### src/design/lwcq_pkg.sv
// Shared types and constants of the latest-wins coalescing queue.
package lwcq_pkg;

   localparam int QUEUE_DEPTH = 16;
   localparam int CNT_W       = $clog2(QUEUE_DEPTH + 1);
   localparam int DATA_W      = 64;
   localparam int STATUS_W    = 3;
   localparam int OCC_W       = 5;

   localparam logic CMD_PUSH = 1'b0;
   localparam logic CMD_POP  = 1'b1;

   typedef enum logic [STATUS_W-1:0] {
      STATUS_QUEUED   = 3'd0,
      STATUS_REPLACED = 3'd1,
      STATUS_STALE    = 3'd2,
      STATUS_FULL     = 3'd3,
      STATUS_POPPED   = 3'd4,
      STATUS_EMPTY    = 3'd5
   } status_type;

   // class given to an item by the front part
   typedef enum logic [1:0] {
      KIND_PUSH = 2'd0,
      KIND_DRAG = 2'd1,
      KIND_POP  = 2'd2
   } kind_type;

   typedef struct packed {
      kind_type          kind;
      logic [DATA_W-1:0] request_id;
      logic [DATA_W-1:0] gesture_key;
      logic [DATA_W-1:0] update_seq;
   } item_type;

   typedef enum logic [1:0] {
      S_MATCH = 2'b01,
      S_EXEC  = 2'b10
   } back_state_type;

endpackage

### src/design/lwcq_channels.sv
// Request and response channel interfaces of the coalescing queue.
interface lwcq_req_if import lwcq_pkg::*; ();
   logic              valid;
   logic              ready;
   logic              cmd;
   logic [DATA_W-1:0] request_id;
   logic              drag_flag;
   logic [DATA_W-1:0] gesture_key;
   logic [DATA_W-1:0] update_seq;

   modport source (output valid, cmd, request_id, drag_flag, gesture_key, update_seq,
                   input ready);
   modport sink (input valid, cmd, request_id, drag_flag, gesture_key, update_seq,
                 output ready);
endinterface


### src/design/lwcq_front.sv
// Front part: accepts requests, classifies them and buffers them in a two-entry queue.
module lwcq_front import lwcq_pkg::*; (
   input  logic     clock,
   input  logic     reset,
   lwcq_req_if.sink req_if,
   output item_type out_item,
   output logic     out_valid,
   input  logic     out_take
);

   localparam logic [1:0] FULL_CNT = 2'd2;

   item_type   slots_ff [2];
   item_type   slots_in [2];
   logic       wr_ptr_ff, wr_ptr_in;
   logic       rd_ptr_ff, rd_ptr_in;
   logic [1:0] cnt_ff, cnt_in;
   item_type   new_item;
   logic       push;

   always_comb begin
      new_item.request_id  = req_if.request_id;
      new_item.gesture_key = req_if.gesture_key;
      new_item.update_seq  = req_if.update_seq;
      if (req_if.cmd == CMD_POP) begin
         new_item.kind = KIND_POP;
      end else if (req_if.drag_flag) begin
         new_item.kind = KIND_DRAG;
      end else begin
         new_item.kind = KIND_PUSH;
      end
   end

   assign req_if.ready = (cnt_ff != FULL_CNT);
   assign push         = req_if.valid && req_if.ready;
   assign out_valid    = (cnt_ff != 2'd0);
   assign out_item     = slots_ff[rd_ptr_ff];

   always_comb begin
      slots_in  = slots_ff;
      wr_ptr_in = wr_ptr_ff;
      rd_ptr_in = rd_ptr_ff;
      cnt_in    = cnt_ff;
      if (push) begin
         slots_in[wr_ptr_ff] = new_item;
         wr_ptr_in           = ~wr_ptr_ff;
      end
      if (out_take) begin
         rd_ptr_in = ~rd_ptr_ff;
      end
      case ({push, out_take})
         2'b10:   cnt_in = cnt_ff + 2'd1;
         2'b01:   cnt_in = cnt_ff - 2'd1;
         default: cnt_in = cnt_ff;
      endcase
   end

   always_ff @(posedge clock) begin
      slots_ff <= slots_in;
      if (reset) begin
         wr_ptr_ff <= 1'b0;
         rd_ptr_ff <= 1'b0;
         cnt_ff    <= 2'd0;
      end else begin
         wr_ptr_ff <= wr_ptr_in;
         rd_ptr_ff <= rd_ptr_in;
         cnt_ff    <= cnt_in;
      end
   end

endmodule

### src/flat_wrapper.sv
// flat-port wrapper written by rule: the top's interface ports become plain ports
module lwcq_front_flat import lwcq_pkg::*;
  (clock, reset, out_item, out_valid, out_take, req_if_valid, req_if_cmd, req_if_request_id, req_if_drag_flag, req_if_gesture_key, req_if_update_seq, req_if_ready);
  lwcq_req_if req_if_i ();
  input  logic clock;
  input  logic reset;
  output item_type out_item;
  output logic out_valid;
  input  logic out_take;
  input wire logic [$bits(req_if_i.valid)-1:0] req_if_valid;
  input wire logic [$bits(req_if_i.cmd)-1:0] req_if_cmd;
  input wire logic [$bits(req_if_i.request_id)-1:0] req_if_request_id;
  input wire logic [$bits(req_if_i.drag_flag)-1:0] req_if_drag_flag;
  input wire logic [$bits(req_if_i.gesture_key)-1:0] req_if_gesture_key;
  input wire logic [$bits(req_if_i.update_seq)-1:0] req_if_update_seq;
  output wire logic [$bits(req_if_i.ready)-1:0] req_if_ready;
  assign req_if_i.valid = req_if_valid;
  assign req_if_i.cmd = req_if_cmd;
  assign req_if_i.request_id = req_if_request_id;
  assign req_if_i.drag_flag = req_if_drag_flag;
  assign req_if_i.gesture_key = req_if_gesture_key;
  assign req_if_i.update_seq = req_if_update_seq;
  assign req_if_ready = req_if_i.ready;
  lwcq_front u_core (.clock(clock), .reset(reset), .req_if(req_if_i), .out_item(out_item), .out_valid(out_valid), .out_take(out_take));
endmodule
### config.mk
export PLATFORM = sky130hd
export DESIGN_NAME = lwcq_front_flat
export DESIGN_NICKNAME = d
export VERILOG_FILES = /design/src/design/lwcq_pkg.sv /design/src/design/lwcq_channels.sv /design/src/design/lwcq_front.sv /design/src/flat_wrapper.sv
export SDC_FILE = /design/constraint.sdc
export NUM_CORES = 1
export LEC_CHECK = 0
export BUFFER_PORTS_ARGS = -buffer_cell sky130_fd_sc_hd__clkbuf_2
export CORE_MARGIN = 2
export CORE_UTILIZATION = 40
export CTS_BUF_LIST = sky130_fd_sc_hd__clkbuf_8
export DETAILED_ROUTE_END_ITERATION = 8
export PLACE_DENSITY = 0.66
export SYNTH_ARGS = -nofsm -noshare
export SYNTH_HDL_FRONTEND = slang
export SYNTH_SLANG_ARGS = --single-unit
### constraint.sdc
create_clock -name clock -period 5.8 [get_ports clock]
set_input_delay 1.16 -clock clock [delete_from_list [all_inputs] [get_ports clock]]
set_output_delay 1.16 -clock clock [all_outputs]
set_load 0.03 [all_outputs]
; Word level (Yosys, flattened, before mapping)
; Cells that the tools add are included.
; Widths: inputs -> output; s select.
[totals]
ff_bits = 392
input_bits = 198
output_inout_bits = 196
elab_cells = 36
[op_classes]
add_sub_neg = 2
order_cmp = 3
n_eq_ne = 3
muxes = 9
bitwise_logic = 4
n_reduce_logical = 4
[ops]
columns = operator, n
row1 = $mux 194, 4
row2 = $bwmux 388, 1
row3 = $demux 194 s1, 1
row4 = $ge 2x2->1 const B, 2
row5 = $not 1->2, 2
row6 = $pmux 2 s2, 1
row7 = $reduce_bool 2->1, 2
row8 = $add 2x1->2 const B, 1
row9 = $eq 2x1->1 const B, 1
row10 = $eq 2x2->1 const B, 1
row11 = $logic_and 1x1->1, 2
row12 = $lt 2x1->1 const B, 1
row13 = $mux 2, 1
row14 = $ne 2x2->1 const B, 1
row15 = $not 1->1, 2
row16 = $sub 2x1->2 const B, 1
row17 = $mux 1, 1

; Depth between registers and ports, before layout
[depth]
word_depth = 6
depth_mapped = 6
mapped_depth_nobuf = 6

; Worst setup path before layout
; No wires, ideal clock.
[synth_timing]
path_type = input to register
startpoint = input req_if_valid
endpoint = register u_core.slots_ff[0] (netlist name) (enable)
setup_time_ps = 580
arrival_time_ps = 5644
required_time_ps = 5220
path_slack_ps = -424
stages = 1
n_path_buf = 0
cell_sequence = and3_1
[synth_via]
elab_chain_len = 1
[synth_rtl]
columns = item, line_no
row1 = from (decl), flat_wrapper.sv:10  ; input wire logic [$bits(req_if_i.valid)-1:0] req_if_valid;
row2 = $logic_and 1x1->1, lwcq_front.sv:35  ; assign push = req_if.valid && req_if.ready;
row3 = to (signal assigned), lwcq_front.sv:59  ; slots_ff <= slots_in;
row4 = to (decl), lwcq_front.sv:13  ; item_type slots_ff [2];
; Every way passes these cells.
; A chain may end at the register's enable or synchronous reset.

==> out/summary.txt <==
Max Slew Vio Count - 0
Drt pass-1 iters - 4
Worst Setup SP - u_core.rd_ptr_ff$_SDFFE_PP0P_
# hold bufs at CTS - 0
Sequential share of power - 50.4%
Cell count after synthesis - 626
Yosys reg bits - 392
Total CTS buffers - 66
Clock Power Share - 31.5%
Die area - 0.0386 mm²
Multi-input gate area - 0.00287 mm²
Crit start category - flop
Sequential cell area - 0.0117 mm²
Crit end category - primary output
Vias per cell - 4.66
Most frequent cells in the layout - 393 x clkbuf_2, 388 x edfxtp_1, 150 x mux2_4, 69 x clkbuf_8, 44 x mux2_2
Max-cap violations - 0
Comb power frac - 18.1%
Final worst-path cycle share - 64.2%
Fmax - 269 MHz
Worst Hold Class - flop to flop
Clock tree sinks - 392
Hold endpoint - u_core.cnt_ff[1]$_SDFFE_PP0P_
DRT iter0 DRCs - 279
WL final - 29400 µm
Post-synthesis sequential area ratio - 79.2%
Synth warn - 0
Worst-path clk slew - 60 ps
Worst slew margin - 33.3%
Internal - 0.00501 W
Total grt overflow - 0
Clock Tree Root - clkbuf_8
Number of fill cells - 3047
Psw - 0.00189 W
Worst vdd ir - 0.274 mV
Share of flip-flops with an asynchronous set or reset - 0%
Commonest non-fill, non-tap cell in the layout - clkbuf_2
Hold Vio Cnt, Final - 0
Post-layout min period - 3720 ps
Synth Net Count - 825
Initial antenna violation count - 4
Core ar. - 0.0365 mm²
Num rows - 70
CP top delay family - buffers and inverters
Sum Neg Setup Slack - 0 ps
Critical-path cell list - buf_12 > mux2_4 > clkbuf_2
Slew @ Worst Pin - 1000 ps
Skew-Pair Late Insertion Delay - 580 ps
Fraction of layout cells with a size suffix above 1 - 60.8%
RSZ-0062 raised after global routing - false
EDFF count, synth - 388
Post-DRT Antenna Nets - 0
WHS Path Cells - 2
Top_reg_cell synth - edfxtp_1
Clock Skew - 12.2 ps
RR Startpoint - u_core.cnt_ff[0]$_SDFFE_PP0P_
Mapped Avg Cell Area - 23.7 µm²
Post-DP HPWL - 19000 µm
Critical hold path startpoint - u_core.cnt_ff[1]$_SDFFE_PP0P_
Cell total after placement - 1471
Fin cells - 1585
PortBufs - 393
Vias in the first global route - 7862
Crit-path max cell delay - 570 ps
Area growth syn-to-layout - 24.3%
Chip width - 196 µm
First-pass GRT wire length - 43200 µm
Max FO, Critical Path - 114
All-Layer GR Usage - 14.9%
Die height - 196 µm
Reg2reg end - u_core.slots_ff[209]$_DFFE_PP_
WS Path Type - flop to primary output
Setup violators final - 0
Crit path buf inv count - 2
Reg2Reg Setup Slack - 3220 ps
Total number of vias - 7385
PostCTS Resize Cnt - 0
Drt wl/cell - 18.5 µm
Layout Nets - 1270
Initial Util - 40.6%
Leakage - 7.33 nW
TritonCTS clock tree - yes
Switching part of the total power - 27.4%
DRC viols - 0
Worst path arrival time - 2560 ps
Reg2Reg Depth - 4
Top Ports - 394
Status - finished clean
H-tree lvl count - 3
Pin count of the biggest net entering global routing - 115
Pwr dens - 374 mW/mm²
Data required time at the worst endpoint - 4640 ps
Mapped cell area - 0.0148 mm²
Synth unique cells - 21
Post-CTS Repair Setup Buffers - 0
Gpl congestion - 0.731
Cell at the slowest stage of the critical path - buf_12
Clock tree buffer depth - 3
-- worst min-delay path, cell delays in order, from the launching register on --
cell and delay (ps):
dfxtp_1 320, o21ai_0 80, a21oi_1 70
-- metrics by stage --
stage                     hold WS (ps)  power, W  area (µm²)  util (%)  worst slack, ps
after floorplan                    461   0.00446       14800         -              250
after detailed placement           506   0.00480       17300      47.3             2530
after global routing               563   0.00718       18400      50.4             1960
final                              516   0.00689       18400      50.4             2080
after global placement             479   0.00478       17300      47.3             2550
after CTS                          517   0.00701       18400      50.4             2060
-- cell type report --
class                   count  share of cell area, %
well taps                 468                   3.18
flip-flops and latches    392                   63.7
clock inverters            42                   1.10
inverters                   1                 0.0611
repair buffers            399                   11.2
clock buffers              69                   5.16
diodes                      3                 0.0408
multi-input cells         211                   15.6
-- kinds of logic after synthesis --
group / synth area share (%)
mux: 18.5
compound gates: 0.169
fa+ha+maj: 0.0844
xor+xnor: 0.177
buf+inv: 1.53
simple gates: 0.338
flops: 79.2
-- how the worst max path moves through the flow --
| stage | end | slack, ps | depth (start not counted) |
|---|---|---|---|
| after global routing | out_item[8] | 1960 | 3 |
| after floorplan | u_core.slots_ff[194]$_DFFE_PP_ | 250 | 2 |
| final | out_item[30] | 2080 | 3 |
| after global placement | u_core.slots_ff[241]$_DFFE_PP_ | 2550 | 4 |
| after CTS | out_item[184] | 2060 | 3 |
| after detailed placement | u_core.slots_ff[241]$_DFFE_PP_ | 2530 | 4 |
-- routing by layer --
| metal | global-route usage [%] | wire length (µm) |
|---|---|---|
| met5 | 0 | 13 |
| met4 | 8.33 | 1140 |
| met3 | 6.42 | 2530 |
| met1 | 16.4 | 11000 |
| met2 | 24.3 | 14700 |
-- sequential cells by signal, indices dropped and copies added, names as in the netlist --
signal / count
u_core.rd_ptr_ff: 1
u_core.wr_ptr_ff: 1
u_core.cnt_ff: 2
u_core.slots_ff: 388
-- Yosys cell counts (all sizes together) (2+ instances only) --
cell | count | share of area (%)
a21oi | 2 | 0.068
xnor2 | 2 | 0.12
mux2 | 194 | 19
edfxtp | 388 | 79
dfxtp | 4 | 0.54
buf | 22 | 1.5
nor2 | 2 | 0.051
-- power by group through the flow --
stage | combinational (W) | clock [W] | sequential [W]
floorplan | 0.000910 | 0 | 0.00355
global placement | 0.00126 | 0 | 0.00352
detailed placement | 0.00126 | 0 | 0.00354
CTS | 0.00127 | 0.00226 | 0.00348
global route | 0.00132 | 0.00237 | 0.00350
finish | 0.00125 | 0.00217 | 0.00348
(Power assumes the default switching activity.)
